==> src/design/bplt_pkg.sv <==
// package for the board piece list table: item types, square codes,
// memory request structs, controller states and shared constants
// no dependencies
package bplt_pkg;

    localparam int SQ_W     = 6;   // square number, row * side + col
    localparam int SQ_DEPTH = 64;  // entries in the square map
    localparam int IDX_W    = 6;   // list index inside one owner's list
    localparam int CNT_W    = 7;   // list fill count, 0 to 64
    localparam int SLOT_W   = 7;   // owner bit and list index
    localparam int CODE_W   = 8;   // square code width
    localparam int COORD_W  = 4;   // row and column fields of an item
    localparam int POS_W    = 3;   // on-board row or column
    localparam int KIND_IN_W = 32; // kind word field of an item

    localparam int BOARD_SIDE_DEF = 8;
    localparam int LIST_CAP_DEF   = 64;
    localparam int KIND_WIDTH_DEF = 32;

    typedef enum logic {
        OP_PLACE  = 1'b0,
        OP_REMOVE = 1'b1
    } t_op;

    typedef enum logic [1:0] {
        ST_DONE      = 2'd0,
        ST_OFF_BOARD = 2'd1,
        ST_CONFLICT  = 2'd2,
        ST_FULL      = 2'd3
    } t_status;

    typedef struct packed {
        t_op                  op;
        logic [COORD_W-1:0]   row;
        logic [COORD_W-1:0]   col;
        logic                 owner;
        logic [KIND_IN_W-1:0] piece_kind;
    } t_request;

    typedef struct packed {
        t_status            status;
        logic               side;
        logic [CNT_W-1:0]   side_count;
    } t_result;

    // square code: list index, owner, occupied
    typedef struct packed {
        logic [IDX_W-1:0] idx;
        logic             owner;
        logic             occ;
    } t_sq_code;

    typedef struct packed {
        logic             we;
        logic             re;
        logic [SQ_W-1:0]  addr;
        t_sq_code         wdata;
    } t_sq_req;

    typedef struct packed {
        logic              we;
        logic              re;
        logic [SLOT_W-1:0] waddr;
        logic [SLOT_W-1:0] raddr;
    } t_ent_ctl;

    typedef enum logic [2:0] {
        S_IDLE,
        S_SQ,
        S_MV,
        S_CLR,
        S_OUT
    } t_state;

    function automatic t_sq_code make_code(input logic side, input logic [IDX_W-1:0] idx);
        t_sq_code code;
        code.occ   = 1'b1;
        code.owner = side;
        code.idx   = idx;
        return code;
    endfunction

endpackage

==> src/design/bplt_sqmap.sv <==
// square map memory: 64 codes, one access per cycle, registered read
// every square reads as empty until first written; uses bplt_pkg
module bplt_sqmap
    import bplt_pkg::*;
(
    input  logic                i_clk,
    input  logic                i_rst_n,
    input  t_sq_req             i_req,
    output t_sq_code            o_rdata
);

    logic [CODE_W-1:0]   r_mem [SQ_DEPTH];
    logic [SQ_DEPTH-1:0] r_written;
    logic [CODE_W-1:0]   r_rdata;
    logic                r_rvalid;

    always_ff @(posedge i_clk) begin
        if (i_req.we) begin
            r_mem[i_req.addr] <= i_req.wdata;
        end
        if (i_req.re) begin
            r_rdata <= r_mem[i_req.addr];
        end
    end

    always_ff @(posedge i_clk) begin
        if (!i_rst_n) begin
            r_written <= '0;
            r_rvalid  <= 1'b0;
        end else begin
            if (i_req.we) begin
                r_written[i_req.addr] <= 1'b1;
            end
            if (i_req.re) begin
                r_rvalid <= r_written[i_req.addr];
            end
        end
    end

    // never written squares read as the empty code
    assign o_rdata = r_rvalid ? t_sq_code'(r_rdata) : t_sq_code'('0);

endmodule

==> config.mk <==
export PLATFORM = sky130hd
export DESIGN_NAME = bplt_sqmap
export DESIGN_NICKNAME = d
export VERILOG_FILES = /design/src/design/bplt_pkg.sv /design/src/design/bplt_sqmap.sv
export SDC_FILE = /design/constraint.sdc
export NUM_CORES = 1
export LEC_CHECK = 0
export BUFFER_PORTS_ARGS = -buffer_cell sky130_fd_sc_hd__buf_4
export CAP_MARGIN = 20
export CORE_MARGIN = 5
export CORE_UTILIZATION = 45
export CTS_CLUSTER_SIZE = 30
export DETAILED_ROUTE_END_ITERATION = 6
export GPL_TIMING_DRIVEN = 0
export PLACE_DENSITY = 0.69
export SLEW_MARGIN = 20
export SYNTH_ARGS = -nofsm -noshare
export SYNTH_HDL_FRONTEND = slang
export SYNTH_SLANG_ARGS = --single-unit
==> constraint.sdc <==
create_clock -name i_clk -period 4.3 [get_ports i_clk]
set_input_delay 0.645 -clock i_clk [delete_from_list [all_inputs] [get_ports i_clk]]
set_output_delay 0.645 -clock i_clk [all_outputs]
set_load 0.01 [all_outputs]
* After elaboration in Yosys (flattened, before gate mapping) *
Memories as Yosys holds them, arrays and structs flattened. A register that Yosys moved wholly into a read port is not among the register bits.
Cells that the tools add are included.

word-level totals
  register bits after elaboration = 65
  memory bits (writable) = 512
  input port bits = 18
  output and inout bits = 8
  logic and storage cells = 14
  memories kept = 1

operators by class
  order comparisons = 2
  mux-type cells = 7
  bitwise gates (word level) = 1
  reduce and logical (&&, ||, !) cells = 1

memory list
  memory  depth  width  rd ports  clocked after memory_dff  wr ports  line              RTL
  r_mem   64     8      1         1                         1         bplt_sqmap.sv:12  logic [CODE_W-1:0] r_mem [SQ_DEPTH];

operators by type and width
  cell                                                               count
  OR 64 bit                                                          1
  two-way mux 8 bit                                                  1
  < comparator 6 x 7 -> 1 bit, second input constant                 1
  binary-select mux 1 bit (select 6 bit)                             1
  demux 1 bit (select 6 bit)                                         1
  greater-or-equal comparator 6 x 1 -> 1 bit, second input constant  1
  two-way mux 1 bit                                                  4
  logical AND 1 bit                                                  1

* Logic depth before layout (Yosys ltp) *
  depth in word-level cells = 5
  depth in mapped cells = 11
  gate-level depth less buffers = 6

* Least setup slack after synthesis *
No wires, ideal clock.

  path kind = input -> register
  from = in i_req[8] in the netlist's numbering
  to = reg r_rdata[4] (read register of r_mem) (data pin)
  library setup time = 0.272 ns
  arrival = 2.325 ns
  required time = 4.028 ns
  path slack = 1.703 ns
  stages = 9
  path buffers = 4
  cells stage by stage = buf_4 -> buf_6 -> buf_4 -> buf_2 -> mux2i_1 -> o22ai_1 -> o21ai_0 -> o21ai_0 -> or4_1

RTL lines
  item                line              RTL
  start: declaration  bplt_sqmap.sv:8   input t_sq_req i_req,
  end: declaration    bplt_sqmap.sv:14  logic [CODE_W-1:0] r_rdata;

* Worst setup path in the final report *
  from = in i_req[8] in the netlist's numbering
  to = mem r_mem[53][4] (enable)

RTL lines
  item              line
  end: declaration  bplt_sqmap.sv:12

Straight into the memory's write port.

==> run_results.csv <==
group,metric,value,unit
critical_path,crit_path_end_kind,"flip-flop",
critical_path,r2r_setup_slack,1.41,ns
place,dpl.hpwl,43900,um
timing,fin_crit,3.76,ns
cells_and_area,n_fill_cell,4053,
clocking,cts_made_buffers,56,
drt,ant_nets,0,
global_route,grt_max_degree,65,
pwr,p_int,9.14,mW
cells_and_area,multi_input_area,5290,um^2
hold_path,min_path_type,"primary input to flip-flop",
hold_path,hold_start,"i_req[14]",
run_status,status,"complete, no violations",
synth,synth_seq_area_share,74.8,%
clocking,clockBufferDepth,3,
critical_path,critPathLaunchType,"primary input",
floorplan,dieArea,54800,um^2
pwr,irDropWorstVdd,0.296,mV
floorplan,rows,82,
cells_and_area,drive_gt1_share,19.4,%
drt,firstDrtPassIters,5,
timing,hold_viol_final,0,
pwr,swShare,22.3,%
drt,drt_wl_total,69800,um
synth,yosys_warnings,0,
pwr,p_switching,2.63,mW
synth,ys_top_cells_by_area,"edfxtp_1 (69%), mux4_2 (6.9%), dfxtp_1 (5.8%)",
synth,synth.top_cell.area_share,69.1,%
synth,synth_area_leader_cell,"edfxtp_1",
cells_and_area,fin_util,50.8,%
clocking,clock_sinks,585,
drt,detail_route.wl_per_cell,33.9,um
timing,hold_ws,0.378,ns
global_route,grt_pass1_wl,96600,um
floorplan,start_util,45.2,%
cells_and_area,final_nets,1358,
drt,drc,0,
critical_path,rr_startpoint,"r_mem[40][2]",
clocking,cts_setup_buffers,0,
critical_path,crit_required,4.51,ns
drt,via_per_inst,6.40,
pwr,power_density,463,nW/um^2
critical_path,worstPathMaxFanout,10,
timing,finalSetupViolCount,0,
clocking,post_cts_resized,0,
clocking,clkLatencyLatePin,0.62,ns
cells_and_area,seq_area,16900,um^2
drt,dr_total_vias,13187,
floorplan,die_y,234,um
timing,worst_pin_slew,1.16,ns
clocking,path_clk_slew,0.06,ns
cells_and_area,n_antenna_cell,0,
clocking,cts-root-buf,"clkbuf_16",
cells_and_area,area_growth_syn_to_layout,12.4,%
synth,synth_edf_count,520,
place,place.gp.congestion,0.962,
synth,ys_ff_latch,585,
timing,rsz0062_at_grt,"no",
timing,slew_headroom,22.1,%
clocking,cts-htree-levels,2,
floorplan,coreArea,50000,um^2
synth,avgSynthCellArea,17.9,um^2
drt,drt_iter0_drc,1979,
critical_path,path_class,"primary input to flip-flop",
pwr,p_seq_share,53.0,%
global_route,track_usage,25.4,%
clocking,cts_tree,"yes",
global_route,grt_pass1_vias,12672,
floorplan,die_w,234,um
synth,synth_nets,1278,
critical_path,r2r_cells,5,
critical_path,r2r_end,"r_rdata[2]",
place,portBuffers,22,
critical_path,crit_arrival,3.98,ns
pwr,p_leak,8.13,nW
flow_run,max_cap_viol_count,0,
synth,synth_cell_types,53,
timing,clock.fmax,0.266,GHz
pwr,pwr-share-clk,40.8,%
pwr,comb_power_share,6.1,%
timing,fin_skew,0.0191,ns
hold_path,hold_path_end,"r_rdata[0]",
synth,async_reset_ff_share,0,%
global_route,antenna_found_initial,2,
floorplan,ios,26,
global_route,globalRouteOverflowTotal,0,
timing,min_period_over_period,87.5,%
synth,synth_area,22600,um^2
clocking,cts_hold_buf,0,
synth,syn_inst,1260,
timing,slew_violations,0,
hold_path,hold_depth,1,
synth,synth_flop_cell,"edfxtp_1",
[layout make-up]
type / instances / share of cell area (%)
timing repair buffer: 22 / 0.650
sequential: 585 / 66.6
clock inverter: 19 / 0.636
buffer: 80 / 1.54
multi-input combinational: 592 / 20.8
clock buffer: 87 / 6.38
tap: 672 / 3.31
inverter: 3 / 0.0443
[Yosys cell counts (3+ instances only)]
master,instances
a21oi_1,13
a221o_1,9
a221oi_1,61
a22o_1,5
a22oi_1,21
and2_1,11
buf_1,6
buf_2,29
buf_4,8
buf_6,3
clkbuf_1,34
dfxtp_1,65
edfxtp_1,520
mux2_2,44
mux2i_1,55
mux4_2,69
nand2_1,24
nand3_1,8
nor2_1,98
nor2b_1,7
nor3_1,4
o21a_1,65
o21ai_0,31
o221ai_1,7
o22a_1,6
o22ai_1,17
or4_1,4
[metrics by stage]
step | setup slack [ns] | cells | power, mW | TNS [ns] | cell area, um^2
after floorplan | 1.70 | 1260 | 6.70 | 0 | 22600
after global placement | -0.174 | 1954 | 7.05 | -0.314 | 23600
after detailed placement | 0.0803 | 1954 | 7.06 | 0 | 23600
after CTS | 0.732 | 2060 | 11.8 | 0 | 25400
after global routing | 0.578 | 2060 | 12.1 | 0 | 25400
final | 0.536 | 2060 | 11.8 | 0 | 25400
[registers in the layout, summed over array words and instances, names as in the netlist]
register,count
r_rvalid,1
r_mem,512
r_written,64
r_rdata,8
[worst max-delay path: stages]
cell and delay [ns]:
buf_4 0.17, buf_6 0.23, buf_4 0.27, buf_2 0.37, buf_2 0.40, nand3_1 0.69
nor2_1 1.16
[layout by cell type (no fill, tap or decap), types with 30 or more instances in the layout]
cell / synthesis / final
buf_4: 8 / 30
mux2i_1: 55 / 55
clkbuf_1: 34 / 56
buf_2: 29 / 30
a221oi_1: 61 / 61
dfxtp_1: 65 / 65
mux2_2: 44 / 44
o21a_1: 65 / 65
edfxtp_1: 520 / 520
o21ai_0: 31 / 31
clkbuf_16: 0 / 57
mux4_2: 69 / 69
nor2_1: 98 / 95
[power by group through the flow]
stage                     Sequential, mW  Clock [mW]  Combinational (mW)
final                               6.24        4.81               0.719
after global routing                6.24        5.08               0.734
after CTS                           6.24        4.84               0.698
after detailed placement            6.36           0               0.698
after global placement              6.36           0               0.688
after floorplan                     6.36           0               0.337
[how the worst max path moves through the flow]
stage,cells after the start,startpoint,slack [ns],endpoint
2_1_floorplan,9,i_req[8],1.70,r_rdata[4]
3_3_place_gp,8,i_req[9],-0.17,r_rdata[5]
6_report,7,i_req[8],0.54,r_mem[53][4]
3_5_place_dp,10,i_req[10],0.08,r_rdata[7]
5_1_grt,10,i_req[10],0.58,r_rdata[7]
4_1_cts,10,i_req[10],0.73,r_rdata[7]
[routing by layer]
metal	vias up	global-route usage [%]	part of all wire [%]
li1	5296	-	-
met1	6801	35.7	38
met2	917	37.6	45
met3	171	8.21	13
met4	2	9.05	4.2
met5	-	0	0.019
[kinds of logic (layout without fill, tap and decap cells)]
logic type      count (synthesis)  count (layout)  synth area share [%]
flops                         585             585                  74.8
compound gates                251             251                  8.37
simple gates                  172             172                  3.44
mux                           169             169                  11.6
buf+inv                        83             211                  1.77
Power figures use the tool's default switching activity.
