$ cat src/design/bplt_pkg.sv
// package for the board piece list table: item types, square codes,
// memory request structs, controller states and shared constants
// no dependencies
package bplt_pkg;

    localparam int SQ_W     = 6;   // square number, row * side + col
    localparam int SQ_DEPTH = 64;  // entries in the square map
    localparam int IDX_W    = 6;   // list index inside one owner's list
    localparam int CNT_W    = 7;   // list fill count, 0 to 64
    localparam int SLOT_W   = 7;   // owner bit and list index
    localparam int CODE_W   = 8;   // square code width
    localparam int COORD_W  = 4;   // row and column fields of an item
    localparam int POS_W    = 3;   // on-board row or column
    localparam int KIND_IN_W = 32; // kind word field of an item

    localparam int BOARD_SIDE_DEF = 8;
    localparam int LIST_CAP_DEF   = 64;
    localparam int KIND_WIDTH_DEF = 32;

    typedef enum logic {
        OP_PLACE  = 1'b0,
        OP_REMOVE = 1'b1
    } t_op;

    typedef enum logic [1:0] {
        ST_DONE      = 2'd0,
        ST_OFF_BOARD = 2'd1,
        ST_CONFLICT  = 2'd2,
        ST_FULL      = 2'd3
    } t_status;

    typedef struct packed {
        t_op                  op;
        logic [COORD_W-1:0]   row;
        logic [COORD_W-1:0]   col;
        logic                 owner;
        logic [KIND_IN_W-1:0] piece_kind;
    } t_request;

    typedef struct packed {
        t_status            status;
        logic               side;
        logic [CNT_W-1:0]   side_count;
    } t_result;

    // square code: list index, owner, occupied
    typedef struct packed {
        logic [IDX_W-1:0] idx;
        logic             owner;
        logic             occ;
    } t_sq_code;

    typedef struct packed {
        logic             we;
        logic             re;
        logic [SQ_W-1:0]  addr;
        t_sq_code         wdata;
    } t_sq_req;

    typedef struct packed {
        logic              we;
        logic              re;
        logic [SLOT_W-1:0] waddr;
        logic [SLOT_W-1:0] raddr;
    } t_ent_ctl;

    typedef enum logic [2:0] {
        S_IDLE,
        S_SQ,
        S_MV,
        S_CLR,
        S_OUT
    } t_state;

    function automatic t_sq_code make_code(input logic side, input logic [IDX_W-1:0] idx);
        t_sq_code code;
        code.occ   = 1'b1;
        code.owner = side;
        code.idx   = idx;
        return code;
    endfunction

endpackage

$ cat src/design/bplt_ctrl.sv
// request sequencer: owner counts, square map and entry memory
// read-modify-write steps, result register; uses bplt_pkg
module bplt_ctrl
    import bplt_pkg::*;
#(
    parameter int BOARD_SIDE = BOARD_SIDE_DEF,
    parameter int LIST_CAP   = LIST_CAP_DEF,
    parameter int KIND_WIDTH = KIND_WIDTH_DEF
) (
    input  logic                       i_clk,
    input  logic                       i_rst_n,
    input  logic                       i_in_valid,
    output logic                       o_in_stall,
    input  t_request                   i_in_data,
    output logic                       o_out_valid,
    input  logic                       i_out_stall,
    output t_result                    o_out_data,
    output t_sq_req                    o_sq_req,
    input  t_sq_code                   i_sq_rdata,
    output t_ent_ctl                   o_ent_ctl,
    output logic [SQ_W+KIND_WIDTH-1:0] o_ent_wdata,
    input  logic [SQ_W+KIND_WIDTH-1:0] i_ent_rdata
);

    localparam int ENT_W = SQ_W + KIND_WIDTH;
    localparam logic [COORD_W-1:0] SIDE_C = COORD_W'(BOARD_SIDE);
    localparam logic [SQ_W-1:0]    SIDE_M = SQ_W'(BOARD_SIDE);
    localparam logic [CNT_W-1:0]   CAP_C  = CNT_W'(LIST_CAP);

    t_state            r_state, n_state;
    t_request          r_req, n_req;
    logic [SQ_W-1:0]   r_sq, n_sq;
    logic              r_side, n_side;
    logic [IDX_W-1:0]  r_idx, n_idx;
    logic [CNT_W-1:0]  r_cnt [2];
    logic [CNT_W-1:0]  n_cnt [2];
    t_result           r_res, n_res;
    t_result           r_out, n_out;
    logic              r_out_valid, n_out_valid;

    logic              in_on_board;
    logic [SQ_W-1:0]   in_sq;
    logic [KIND_WIDTH-1:0] kind_st;

    assign in_on_board = (i_in_data.row < SIDE_C) && (i_in_data.col < SIDE_C);
    assign in_sq = SQ_W'(i_in_data.row[POS_W-1:0]) * SIDE_M + SQ_W'(i_in_data.col[POS_W-1:0]);

    if (KIND_WIDTH <= KIND_IN_W) begin : g_kind_trunc
        assign kind_st = r_req.piece_kind[KIND_WIDTH-1:0];
    end else begin : g_kind_ext
        assign kind_st = {{(KIND_WIDTH-KIND_IN_W){1'b0}}, r_req.piece_kind};
    end

    always_comb begin
        logic [CNT_W-1:0] cnt_sel;
        logic [IDX_W-1:0] last_idx;
        logic [SQ_W-1:0]  moved_sq;

        n_state     = r_state;
        n_req       = r_req;
        n_sq        = r_sq;
        n_side      = r_side;
        n_idx       = r_idx;
        n_cnt       = r_cnt;
        n_res       = r_res;
        n_out       = r_out;
        n_out_valid = r_out_valid;
        o_sq_req    = '0;
        o_ent_ctl   = '0;
        o_ent_wdata = '0;
        cnt_sel     = '0;
        last_idx    = '0;
        moved_sq    = i_ent_rdata[ENT_W-1 -: SQ_W];

        if (r_out_valid && !i_out_stall) begin
            n_out_valid = 1'b0;
        end

        case (r_state)
            S_IDLE: begin
                if (i_in_valid) begin
                    n_req = i_in_data;
                    n_sq  = in_sq;
                    if (in_on_board) begin
                        o_sq_req.re   = 1'b1;
                        o_sq_req.addr = in_sq;
                        n_state       = S_SQ;
                    end else begin
                        n_res.status = ST_OFF_BOARD;
                        if (i_in_data.op == OP_PLACE) begin
                            n_res.side       = i_in_data.owner;
                            n_res.side_count = r_cnt[i_in_data.owner];
                        end else begin
                            n_res.side       = 1'b0;
                            n_res.side_count = '0;
                        end
                        n_state = S_OUT;
                    end
                end
            end
            S_SQ: begin
                n_state = S_OUT;
                if (r_req.op == OP_PLACE) begin
                    cnt_sel          = r_cnt[r_req.owner];
                    n_res.side       = r_req.owner;
                    n_res.side_count = cnt_sel;
                    if (i_sq_rdata.occ) begin
                        n_res.status = ST_CONFLICT;
                    end else if (cnt_sel >= CAP_C) begin
                        n_res.status = ST_FULL;
                    end else begin
                        o_ent_ctl.we   = 1'b1;
                        o_ent_ctl.waddr = {r_req.owner, cnt_sel[IDX_W-1:0]};
                        o_ent_wdata    = {r_sq, kind_st};
                        o_sq_req.we    = 1'b1;
                        o_sq_req.addr  = r_sq;
                        o_sq_req.wdata = make_code(r_req.owner, cnt_sel[IDX_W-1:0]);
                        n_cnt[r_req.owner] = cnt_sel + 1'b1;
                        n_res.status     = ST_DONE;
                        n_res.side_count = cnt_sel + 1'b1;
                    end
                end else begin
                    if (!i_sq_rdata.occ) begin
                        n_res.status     = ST_CONFLICT;
                        n_res.side       = 1'b0;
                        n_res.side_count = '0;
                    end else begin
                        cnt_sel  = r_cnt[i_sq_rdata.owner];
                        // an empty list wraps to the top slot
                        last_idx = IDX_W'(cnt_sel - 1'b1);
                        n_side   = i_sq_rdata.owner;
                        n_idx    = i_sq_rdata.idx;
                        if (i_sq_rdata.idx != last_idx) begin
                            o_ent_ctl.re    = 1'b1;
                            o_ent_ctl.raddr = {i_sq_rdata.owner, last_idx};
                            n_state         = S_MV;
                        end else begin
                            n_state = S_CLR;
                        end
                    end
                end
            end
            S_MV: begin
                // last entry fills the freed slot, its square gets the new index
                o_ent_ctl.we    = 1'b1;
                o_ent_ctl.waddr = {r_side, r_idx};
                o_ent_wdata     = i_ent_rdata;
                o_sq_req.we     = 1'b1;
                o_sq_req.addr   = moved_sq;
                o_sq_req.wdata  = make_code(r_side, r_idx);
                n_state         = S_CLR;
            end
            S_CLR: begin
                cnt_sel = r_cnt[r_side];
                if (cnt_sel != '0) begin
                    cnt_sel = cnt_sel - 1'b1;
                end
                n_cnt[r_side]    = cnt_sel;
                o_sq_req.we      = 1'b1;
                o_sq_req.addr    = r_sq;
                o_sq_req.wdata   = '0;
                n_res.status     = ST_DONE;
                n_res.side       = r_side;
                n_res.side_count = cnt_sel;
                n_state          = S_OUT;
            end
            S_OUT: begin
                if (!r_out_valid || !i_out_stall) begin
                    n_out       = r_res;
                    n_out_valid = 1'b1;
                    n_state     = S_IDLE;
                end
            end
            default: begin
                n_state = S_IDLE;
            end
        endcase
    end

    always_ff @(posedge i_clk) begin
        if (!i_rst_n) begin
            r_state     <= S_IDLE;
            r_cnt       <= '{default: '0};
            r_out_valid <= 1'b0;
        end else begin
            r_state     <= n_state;
            r_cnt       <= n_cnt;
            r_out_valid <= n_out_valid;
        end
    end

    always_ff @(posedge i_clk) begin
        r_req  <= n_req;
        r_sq   <= n_sq;
        r_side <= n_side;
        r_idx  <= n_idx;
        r_res  <= n_res;
        r_out  <= n_out;
    end

    assign o_in_stall  = (r_state != S_IDLE);
    assign o_out_valid = r_out_valid;
    assign o_out_data  = r_out;

endmodule
$ cat config.mk
export PLATFORM = sky130hd
export DESIGN_NAME = bplt_ctrl
export DESIGN_NICKNAME = d
export VERILOG_FILES = /design/src/design/bplt_pkg.sv /design/src/design/bplt_ctrl.sv
export SDC_FILE = /design/constraint.sdc
export NUM_CORES = 1
export LEC_CHECK = 0
export BUFFER_PORTS_ARGS = -buffer_cell sky130_fd_sc_hd__clkbuf_2
export CAP_MARGIN = 20
export CORE_MARGIN = 2
export CORE_UTILIZATION = 45
export CTS_CLUSTER_DIAMETER = 40
export CTS_CLUSTER_SIZE = 8
export DETAILED_ROUTE_END_ITERATION = 16
export MAX_ROUTING_LAYER = met4
export PLACE_DENSITY_LB_ADDON = 0.1
export SKIP_CTS_REPAIR_TIMING = 1
export SLEW_MARGIN = 40
export SYNTH_ARGS = -nofsm -noshare
export SYNTH_HDL_FRONTEND = slang
export SYNTH_SLANG_ARGS = --single-unit
$ cat constraint.sdc
create_clock -name i_clk -period 8.2 [get_ports i_clk]
set_input_delay 1.64 -clock i_clk [delete_from_list [all_inputs] [get_ports i_clk]]
set_output_delay 1.64 -clock i_clk [all_outputs]
set_load 0.03 [all_outputs]
# Word level (Yosys, flattened, before mapping)

Cells that the tools add are included.

Register bits after elaboration: 85
Input bits: 92
Word-level logic and storage cells: 137

Add/subtract/negate cells: 4
Magnitude comparators: 9
Equality and inequality tests: 12
Multiplexer cells: 73
Bitwise logic cells: 4
Reduce and logical (&&, ||, !) cells: 19

Operators by type and width:

| kind                                              | count |
|---|---|
| two-way mux 7 bit                                 | 24 |
| two-way mux 38 bit                                | 3 |
| two-way mux 14 bit                                | 6 |
| one-hot mux 38 bit (2 select lines)               | 1 |
| two-way mux 10 bit                                | 4 |
| one-hot mux 10 bit (3 select lines)               | 1 |
| bitwise mux 14 bit                                | 2 |
| one-hot mux 14 bit (2 select lines)               | 1 |
| one-hot mux 6 bit (4 select lines)                | 1 |
| two-way mux 6 bit                                 | 3 |
| one-hot mux 8 bit (2 select lines)                | 1 |
| two-way mux 3 bit                                 | 5 |
| one-hot mux 3 bit (5 select lines)                | 1 |
| demux 7 bit (select 1 bit)                        | 2 |
| one-hot mux 7 bit (2 select lines)                | 1 |
| two-way mux 1 bit                                 | 12 |
| inequality test 2 bit, second input constant      | 6 |
| >= comparator 2 bit, second input constant        | 4 |
| less-than comparator 4 bit, second input constant | 2 |
| two-way mux 8 bit                                 | 1 |
| NOT 1 -> 2 bit                                    | 4 |
| AND reduction 4 bit                               | 2 |
| adder 7 x 1 -> 7 bit, second input constant       | 1 |
| >= comparator 7 bit, second input constant        | 1 |
| other kinds (21)                                  | 32 |

# Longest topological paths before layout

Gate-level depths: netlist of the first run.

Depth in word-level cells: 10
Gate-level depth with buffers: 10
Gate-level depth less buffers: 8

# Least setup slack after synthesis of the first run

OpenSTA, ideal clock, no wires.

Path type: input -> output
Start point: input port i_sq_rdata[1] in the netlist's numbering
End point: output port o_ent_ctl[3] in the netlist's numbering
Arrival: 5.169 ns
Slack: 1.391 ns
Cell stages on the path: 10
Path buffers: 2
Cell sequence: clkbuf_1 > clkbuf_1 > mux2i_1 > ha_1 > nor4b_1 > a31o_2 > xnor3_1 > a22oi_1 > a2111oi_4 > a2111oi_0

RTL lines:

| what        | line            | source |
|---|---|---|
| from (decl) | bplt_ctrl.sv:19 | `input t_sq_code i_sq_rdata,` |
| to (decl)   | bplt_ctrl.sv:20 | `output t_ent_ctl o_ent_ctl,` |

==> impl_metrics.toml, run 1 <==
[clock_network]
clockBufferDepth = 2
clkSinkCount = 85
num_cts_buffers = 9
cts.reportedPaths.clkPinSlew_ns = 0.08
cts_htree_levels = 3
tritoncts = "done"
cts.root.buffer_cell = "clkbuf_8"
worstSkewPairLatency_ns = 0.36

[setup_path]
crit_path_start_kind = "input pin"
slowest_delay_ns = 0.40
path_delay_family = "compound AO/OA/AOI/OAI gates"
path_buf_inv = 2
crit_slowest_cell = "a2111oi_0"
critPathMaxFanout = 17
worst-r2r-setup-slack_ns = 5.39
critical_path_arrival_ns = 4.38
critical_path_cell_count = 10
crit_path_category = "in -> out"
worst_path_required_ns = 6.56
critical_path.most_common_cell = "clkbuf_2"
critical_path.endpoint_type = "primary output"
cp-endpoint = "o_ent_ctl[5]"
crit_chain = "clkbuf_2 -> mux2i_1 -> ha_1 -> nor4b_1 -> a31o_2 -> xnor3_1 -> a22oi_1 -> a2111oi_4 -> a2111oi_0 -> clkbuf_2"
worst_setup_path_startpoint = "i_sq_rdata[1]"
regToRegEndpoint = "r_res[2]"
worst-r2r-cell-count = 7
regToRegStartpoint = "r_side"

[drt]
postRouteWirelength_mm = 14.2
detail_route.first_pass.iterations = 7
routedWlPerCell_microns = 19.2
dr_total_vias = 4313
drc_errors = 0
via_per_inst = 5.83
route.antenna.remaining_nets = 0
drt_iter0_markers = 291

[logic_synthesis]
seq_area_frac_synth_pct = 49.0
yosys.cell_types.count = 60
syn-mean-instance-area_sq_um = 10.7
yosysWarnings = 0
postSynthRegisterBits = 85
syn_inst = 454
synthesis.area_sq_um = 4840
synth_async_sr_flop_share_pct = 0
synth_nets = 551
number_of_enable_flip_flop_cells_after_synthesis = 67
yosys_most_used_dff = "edfxtp_1"

[timing]
worst_setup_skew_after_layout_ns = 0.0160
post-route-period-util_pct = 73.4
final_hold_viol_count = 0
setup_total_negative_slack_ns = 0
max-slew-margin-rel_pct = 53.9
report.final.slew_viol_count = 0
fmax_mhz = 166
setup_violations = 0
layout_min_cycle_time_ns = 6.02
grt_setup_unrepaired = "false"
timing_worst_slew_pin_value_ns = 0.692

[cells_and_area]
most_common_cell_after_layout_fill_and_taps_aside = "clkbuf_2"
fin_cells = 740
share_of_layout_cells_above_drive_strength_1_pct = 34.3
most-common-layout-cells = "clkbuf_2, edfxtp_1, a22o_1"
finish.net_count = 696
antenna-diode-count = 0
syn_to_final_growth_pct = 21.8

[pwr]
leakage_nw = 2.57
power-per-cell-area_nw_per_um2 = 143
vdd_ir_drop_max_mv = 0.0866

[die]
dieArea_sq_um = 11600
fp.dieH_microns = 108
floorplan.core_area_sq_um = 10400
die_x_microns = 108
num_rows = 37
io-pin-count = 174
start_util_pct = 46.7

[placement]
detailed_place_hpwl_mm = 10.5
place.gp.congestion = 0.955
port-buffer-count = 173
numPlacedInstances = 723

[global_routing]
grt_antenna_before_repair = 0
grt_pass1_wl_mm = 21.7
globalRouteTotalUtil_pct = 24.9
vias_in_the_first_global_route = 4050
global_route.overflow_total = 0
grt_start_max_net_pins = 52

[job]
timing.max_cap.violations = 0

[hold_path]
min_path_type = "reg -> reg"

[outcome]
status = "finished, final reports clean"
-- worst reg2reg max path: cells and delay by family, from the launching register on --
kind / cells / cell delay [ns]
DFF: 1 / 0.62
muxes: 1 / 0.32
AOI/OAI and AO/OA: 3 / 0.65
buffers and inverters: 1 / 0.24
and+or+nand+nor: 2 / 0.70
-- cells in the mapped netlist (4+ instances only) --
cell | count | area share [%]
edfxtp_1 | 67 | 42
a22o_1 | 40 | 7.2
nor2_1 | 31 | 2.4
nand2_1 | 29 | 2.2
o21ai_0 | 29 | 3.0
mux2i_1 | 26 | 5.4
clkbuf_1 | 25 | 1.9
dfxtp_1 | 18 | 7.4
nor3_1 | 16 | 1.7
a21oi_1 | 13 | 1.3
xor2_1 | 12 | 2.2
inv_1 | 11 | 0.85
xnor2_1 | 11 | 2.0
nand3_1 | 10 | 1.0
buf_4 | 8 | 1.2
nand2b_1 | 8 | 1.0
nor2b_1 | 8 | 1.0
a222oi_1 | 6 | 1.2
and2_1 | 5 | 0.65
and3_1 | 5 | 0.65
buf_1 | 5 | 0.39
ha_1 | 5 | 1.3
a221oi_1 | 4 | 0.72
a22oi_1 | 4 | 0.62
buf_2 | 4 | 0.41
nand3b_1 | 4 | 0.62
-- state kept, by name (all words and copies together), names as in the netlist --
signal       cells
r_req            2
r_idx            6
o_out_data      10
r_sq             6
r_side           1
r_res           10
r_cnt           14
kind_st         32
r_state          3
o_out_valid      1
-- area by class of cell --
| type | count | area (sq um) |
|---|---|---|
| multi-input combinational | 315 | 2240 |
| clock buffer | 9 | 124 |
| fill | 975 | 4480 |
| tap | 136 | 170 |
| timing repair buffer | 177 | 900 |
| clock inverter | 7 | 50.0 |
| inverter | 11 | 41.3 |
| sequential | 85 | 2370 |
-- routing by layer --
| metal | global-route usage (%) | up-vias | part of all wire [%] | wire length (microns) |
|---|---|---|---|---|
| met5 | - | - | 0 | 0 |
| met3 | 4.42 | 22 | 6.9 | 983 |
| met4 | 7.14 | 0 | 2.0 | 278 |
| met1 | 33.5 | 2075 | 42 | 5990 |
| met2 | 38.9 | 204 | 49 | 6920 |
| li1 | - | 2012 | - | - |
-- kinds of logic after synthesis --
logic type | count (synthesis) | share of synthesized area [%]
XOR/XNOR | 25 | 5.09
multiplexers | 27 | 5.61
AO/OA/AOI/OAI | 131 | 20.6
adder cells (fa/ha/maj) | 5 | 1.29
AND/OR/NAND/NOR | 127 | 13.4
buffers and inverters | 54 | 5.07
flip-flops | 85 | 49.0
-- power by group --
part / internal [mW] / switching (mW)
clock network: 0.111 / 0.157
registers: 0.486 / 0.00675
logic: 0.0318 / 0.0490
total: 0.629 / 0.213
-- stage by stage --
stage | utilization [%] | hold WS, ns | power (mW) | setup slack [ns] | cell area [sq um]
after floorplan | - | 0.400 | 0.544 | 1.39 | 4840
after global placement | 55.0 | 0.404 | 0.581 | 2.30 | 5700
after detailed placement | 55.0 | 0.405 | 0.583 | 2.21 | 5700
after CTS | 56.6 | 0.424 | 0.844 | 2.17 | 5870
after global routing | 56.8 | 0.438 | 0.874 | 1.84 | 5890
final | 56.8 | 0.423 | 0.841 | 2.18 | 5890
-- how the worst min path moves through the flow --
| stage | from | endpoint | slack, ns | cells past startpoint |
|---|---|---|---|---|
| 2_1_floorplan | r_res[0] | o_out_data[0] | 0.40 | 0 |
| 3_3_place_gp | r_res[5] | o_out_data[5] | 0.40 | 0 |
| 3_5_place_dp | r_res[9] | o_out_data[9] | 0.40 | 0 |
| 4_1_cts | r_res[9] | o_out_data[9] | 0.42 | 0 |
| 5_1_grt | r_res[5] | o_out_data[5] | 0.44 | 0 |
| 6_report | r_res[5] | o_out_data[5] | 0.42 | 0 |
Power figures use the tool's default switching activity.
==> run 2: changes to the inputs <==
==> constraint.sdc (replaced) <==
create_clock -name i_clk -period 5.9 [get_ports i_clk]
set_input_delay 1.18 -clock i_clk [delete_from_list [all_inputs] [get_ports i_clk]]
set_output_delay 1.18 -clock i_clk [all_outputs]
set_load 0.03 [all_outputs]
==> impl_metrics.toml, run 2 (synthesis results as in run 1) <==
[cells_and_area]
largest_register_ffs = 32
fillerInstances = 915
finalInstanceArea_sq_um = 5970
most_common_cell_after_layout_fill_and_taps_aside = "clkbuf_2"
multiInputGateArea_sq_um = 2240
syn_to_final_growth_pct = 23.3
most-common-layout-cells = "clkbuf_2, edfxtp_1, a22o_1"
ff_latch_area_sq_um = 2370
finish.net_count = 695
finished_core_util_pct = 57.6
fin_cells = 739
share_of_layout_cells_above_drive_strength_1_pct = 34.2
antenna-diode-count = 0

[timing]
report.final.slew_viol_count = 0
timing_worst_slew_pin_value_ns = 0.832
fmax_mhz = 195
post-route-period-util_pct = 86.7
max-slew-margin-rel_pct = 44.5
final_hold_viol_count = 0
fin_ws_ns = 0.783
worst_setup_skew_after_layout_ns = 0.0187
setup_violations = 0
setup_total_negative_slack_ns = 0
layout_min_cycle_time_ns = 5.12
grt_setup_unrepaired = "false"

[pwr]
vdd_ir_drop_max_mv = 0.147
leakage_nw = 2.61
power-per-cell-area_nw_per_um2 = 224

[clock_network]
cts.root.buffer_cell = "clkbuf_8"
worstSkewPairLatency_ns = 0.36
clockBufferDepth = 2
tritoncts = "done"
cts.reportedPaths.clkPinSlew_ns = 0.08
clkSinkCount = 85
num_cts_buffers = 9
cts_htree_levels = 3

[global_routing]
grt_start_max_net_pins = 52
vias_in_the_first_global_route = 3939
grt_pass1_wl_mm = 21.3
global_route.overflow_total = 0
grt_antenna_before_repair = 0
globalRouteTotalUtil_pct = 24.8

[drt]
detail_route.first_pass.iterations = 5
via_per_inst = 5.77
postRouteWirelength_mm = 14.3
drt_iter0_markers = 416
dr_total_vias = 4267
route.antenna.remaining_nets = 0
drc_errors = 0
routedWlPerCell_microns = 19.3

[setup_path]
critical_path_arrival_ns = 3.94
critical_path.endpoint_type = "primary output"
worst-r2r-setup-slack_ns = 2.77
critical_path.most_common_cell = "clkbuf_2"
crit_path_start_kind = "input pin"
crit_chain = "clkbuf_2 -> mux2i_1 -> ha_1 -> nor4b_1 -> a31o_2 -> xnor3_1 -> a22oi_1 -> a2111oi_4 -> a2111oi_0 -> clkbuf_2"
crit_slowest_cell = "a2111oi_0"
crit_path_category = "in -> out"
critPathMaxFanout = 17
slowest_delay_ns = 0.42
worst_path_required_ns = 4.72

[placement]
port-buffer-count = 173
placed_instance_area_sq_um = 5700
detailed_place_hpwl_mm = 10.4
place.gp.congestion = 0.932
numPlacedInstances = 723
dp_worst_setup_slack_ns = 0.826

[hold_path]
min_path_type = "reg -> reg"

[die]
dieArea_sq_um = 11600
fp.dieH_microns = 108
num_rows = 37
start_util_pct = 46.7
floorplan.core_area_sq_um = 10400
die_x_microns = 108
io-pin-count = 174

[job]
timing.max_cap.violations = 0

[outcome]
status = "finished, final reports clean"
-- run 2: area by class of cell --
type                            instances  area share [%]
Sequential cell                        85            39.7
Timing Repair Buffer                  176            14.9
Inverter                               11           0.692
Clock buffer                           10            2.14
Multi-Input combinational cell        315            37.5
Clock inverter                          6            2.24
Tap cell                              136            2.85
-- run 2: path summary, 6_finish.rpt --
path | start | end | cells past startpoint
worst max register to register | r_side | r_res[2] | 7
worst min-delay path | r_res[3] | o_out_data[3] | 0
worst min register to register | r_res[3] | o_out_data[3] | 0
worst max-delay path | i_sq_rdata[1] | o_ent_ctl[5] | 10
-- run 2: through the flow --
step / hold slack, ns / power, mW
after floorplan: 0.400 / 0.756
after global placement: 0.405 / 0.808
after detailed placement: 0.405 / 0.810
after CTS: 0.425 / 1.35
after global routing: 0.442 / 1.38
final: 0.425 / 1.34
-- run 2: routing by layer --
metal,track usage [%],vias up,share of wire (%)
met5,-,-,0
met4,8.88,0,2.0
met3,4.60,21,7.1
met2,38.0,206,49
met1,33.1,2026,42
li1,-,2014,-
-- run 2: critical path: cells and delay by family --
family | cells | cell delay, ns
muxes | 1 | 0.37
adders and majority gates | 1 | 0.27
xor gates and xnor gates | 1 | 0.21
buffers and inverters | 2 | 0.59
AOI/OAI and AO/OA | 4 | 1.05
and+or+nand+nor | 1 | 0.26
-- run 2: power breakdown --
group / switching [mW] / internal, mW
sequential: 0.0101 / 0.676
combinational: 0.0677 / 0.0442
clock: 0.213 / 0.325
total: 0.291 / 1.05
==> run 3: changes to the inputs <==
--- a/config.mk
+++ b/config.mk
@@ -5,6 +5,7 @@
 export SDC_FILE = /design/constraint.sdc
 export NUM_CORES = 1
 export LEC_CHECK = 0
+export ABC_AREA = 1
 export BUFFER_PORTS_ARGS = -buffer_cell sky130_fd_sc_hd__clkbuf_2
 export CAP_MARGIN = 20
 export CORE_MARGIN = 2
==> impl_metrics.toml, run 3 <==
[timing]
post-route-period-util_pct = 74.3
setup_violations = 0
fin_worst_hold_slack_ns = 0.419
fin_ws_ns = 1.52
grt_setup_unrepaired = "false"
timing_worst_slew_pin_value_ns = 0.762
final_hold_viol_count = 0
worst_setup_skew_after_layout_ns = 0.0130
fmax_mhz = 228
layout_min_cycle_time_ns = 4.38
max-slew-margin-rel_pct = 49.1
setup_total_negative_slack_ns = 0
report.final.slew_viol_count = 0

[setup_path]
worst-r2r-cell-count = 9
critPathMaxFanout = 13
crit_chain = "clkbuf_2 -> inv_1 -> nand2_1 -> nand2_1 -> ha_1 -> xor2_1 -> nand3_1 -> nor2_1 -> nand2_1 -> nor2_1 -> nand2_1 -> nand2_2 -> nor2_1 -> clkbuf_2"
path_buf_inv = 3
crit_path_category = "in -> out"
crit_slowest_cell = "ha_1"
critical_path_arrival_ns = 3.20
critical_path.most_common_cell = "nand2_1"
regToRegStartpoint = "r_req[32]"
path_delay_family = "simple AND/OR/NAND/NOR gates"
critical_path.endpoint_type = "primary output"
slowest_delay_ns = 0.34
regToRegEndpoint = "r_cnt[0]"
worst-r2r-setup-slack_ns = 3.26
crit_path_start_kind = "input pin"
worst_path_required_ns = 4.72

[logic_synthesis]
muxShareOfSynthArea_pct = 0
synth_nets = 623
synth_most_common_cell = "nand2_1"
syn_inst = 526
synthesis.area_sq_um = 4790
number_of_enable_flip_flop_cells_after_synthesis = 67
post_synth_main_area_contributors = "edfxtp_1, nand2_1, dfxtp_1, a22o_1, inv_1"
postSynthRegisterBits = 85
synthDominantCellAreaShare_pct = 42.0
synthAdderAreaFrac_pct = 1.31
main_combinational_cell_family_by_area_after_synthesis = "simple AND/OR/NAND/NOR gates"
seq_area_frac_synth_pct = 49.5
compound_gate_portion_of_the_synthesized_area_pct = 18.1
synth.cells.most_frequent = "nand2_1, edfxtp_1, inv_1"
synth-simple-area-share_pct = 20.6
synth_area_in_xor_xnor_pct = 1.44
syn-mean-instance-area_sq_um = 9.10
yosysWarnings = 0
synth_async_sr_flop_share_pct = 0
yosys.area.top_type = "edfxtp_1"
yosys.cell_types.count = 40
yosys_most_used_dff = "edfxtp_1"

[die]
io-pin-count = 174
start_util_pct = 46.4
floorplan.core_area_sq_um = 10300
die_x_microns = 107
fp.dieH_microns = 107
dieArea_sq_um = 11500
num_rows = 37

[drt]
dr_total_vias = 4349
postRouteWirelength_mm = 12.9
via_per_inst = 5.24
drc_errors = 0
route.antenna.remaining_nets = 0
detail_route.first_pass.iterations = 5
routedWlPerCell_microns = 15.6
drt_iter0_markers = 312

[clock_network]
tritoncts = "done"
cts.reportedPaths.clkPinSlew_ns = 0.07
clockBufferDepth = 2
cts.root.buffer_cell = "clkbuf_8"
clkSinkCount = 85
worstSkewPairLatency_ns = 0.36
cts_htree_levels = 3
num_cts_buffers = 9

[cells_and_area]
antenna-diode-count = 0
finalInstanceArea_sq_um = 5880
fillerInstances = 913
largest_register_ffs = 32
finish.net_count = 786
share_of_layout_cells_above_drive_strength_1_pct = 33.6
syn_to_final_growth_pct = 22.8
most_common_cell_after_layout_fill_and_taps_aside = "clkbuf_2"
most-common-layout-cells = "clkbuf_2, nand2_1, edfxtp_1"

[global_routing]
vias_in_the_first_global_route = 3995
grt_antenna_before_repair = 0
grt_pass1_wl_mm = 19.8
grt_start_max_net_pins = 28
global_route.overflow_total = 0
globalRouteTotalUtil_pct = 22.8

[job]
timing.max_cap.violations = 0

[placement]
dp_worst_setup_slack_ns = 1.54
placed_instance_area_sq_um = 5720
port-buffer-count = 173
detailed_place_hpwl_mm = 10.1
place.gp.congestion = 0.949

[pwr]
power-per-cell-area_nw_per_um2 = 214
vdd_ir_drop_max_mv = 0.144
leakage_nw = 2.77

[hold_path]
min_delay_path_depth = 0
worst_hold_path.endpoint = "o_out_data[8]"
hold_path.startpoint = "r_res[8]"
min_path_type = "reg -> reg"

[outcome]
status = "finished, final reports clean"
run 3: cell types whose count changed after synthesis, sizes merged, moves of 16 or more:
cell | previous run | this run
nand2 | 29 | 134
nand3 | 10 | 29
nor2 | 31 | 47
inv | 11 | 60
clkbuf | 25 | 5
nor3 | 17 | 1
mux2i | 26 | 0
run 3: cells by family after synthesis:
logic type	count (synthesis)
adder cells (fa/ha/maj)	5
flip-flops	85
AND/OR/NAND/NOR	216
XOR/XNOR	7
AO/OA/AOI/OAI	127
buffers and inverters	86
run 3: worst register-to-register path, stage by stage (launching register included):
cell and delay, ns:
edfxtp_1 0.78, nand2_2 0.13, o21ai_2 0.12, nand2_1 0.29, nor2_1 0.23, o21ai_1 0.12
nor2_2 0.41, inv_1 0.20, a21oi_1 0.17, a21oi_1 0.08
run 3: metrics by stage:
stage	power [mW]	std cells	util, %
6_report	1.26	830	57.0
5_1_grt	1.32	830	57.0
4_1_cts	1.27	830	57.0
3_5_place_dp	0.918	814	55.4
3_3_place_gp	0.906	811	54.7
2_1_floorplan	0.842	526	-
run 3: worst max-delay path by stage:
| stage | endpoint | start | cells past startpoint |
|---|---|---|---|
| after global routing | o_ent_ctl[0] | i_sq_rdata[1] | 15 |
| after CTS | o_ent_ctl[0] | i_sq_rdata[1] | 15 |
| after detailed placement | o_ent_ctl[0] | i_sq_rdata[1] | 15 |
| final | o_ent_ctl[0] | i_sq_rdata[1] | 14 |
| after global placement | o_sq_req[7] | i_sq_rdata[0] | 7 |
| after floorplan | o_sq_req[6] | i_sq_rdata[0] | 8 |
run 3: layer usage:
| metal | vias to the layer above | track usage [%] | wire length, microns |
|---|---|---|---|
| met5 | - | - | 0 |
| met4 | 0 | 7.14 | 278 |
| met3 | 30 | 4.19 | 882 |
| met2 | 194 | 36.2 | 6110 |
| met1 | 1985 | 29.9 | 5670 |
| li1 | 2140 | - | - |
run 3: where the power goes:
group / leakage, nW / internal [mW] / switching [mW]
Clock: 0.0791 / 0.151 / 0.205
Combinational: 1.91 / 0.0662 / 0.126
Sequential: 0.781 / 0.696 / 0.0169
Total: 2.77 / 0.913 / 0.348
run 3: cell type report:
| type | instances | area [sq um] | area share, % |
|---|---|---|---|
| Inverter | 60 | 230 | 3.91 |
| Sequential cell | 85 | 2370 | 40.3 |
| Tap cell | 136 | 170 | 2.89 |
| Clock buffer | 11 | 131 | 2.23 |
| Multi-Input combinational cell | 355 | 2000 | 33.9 |
| Clock inverter | 5 | 30.0 | 0.511 |
| Timing Repair Buffer | 178 | 951 | 16.2 |
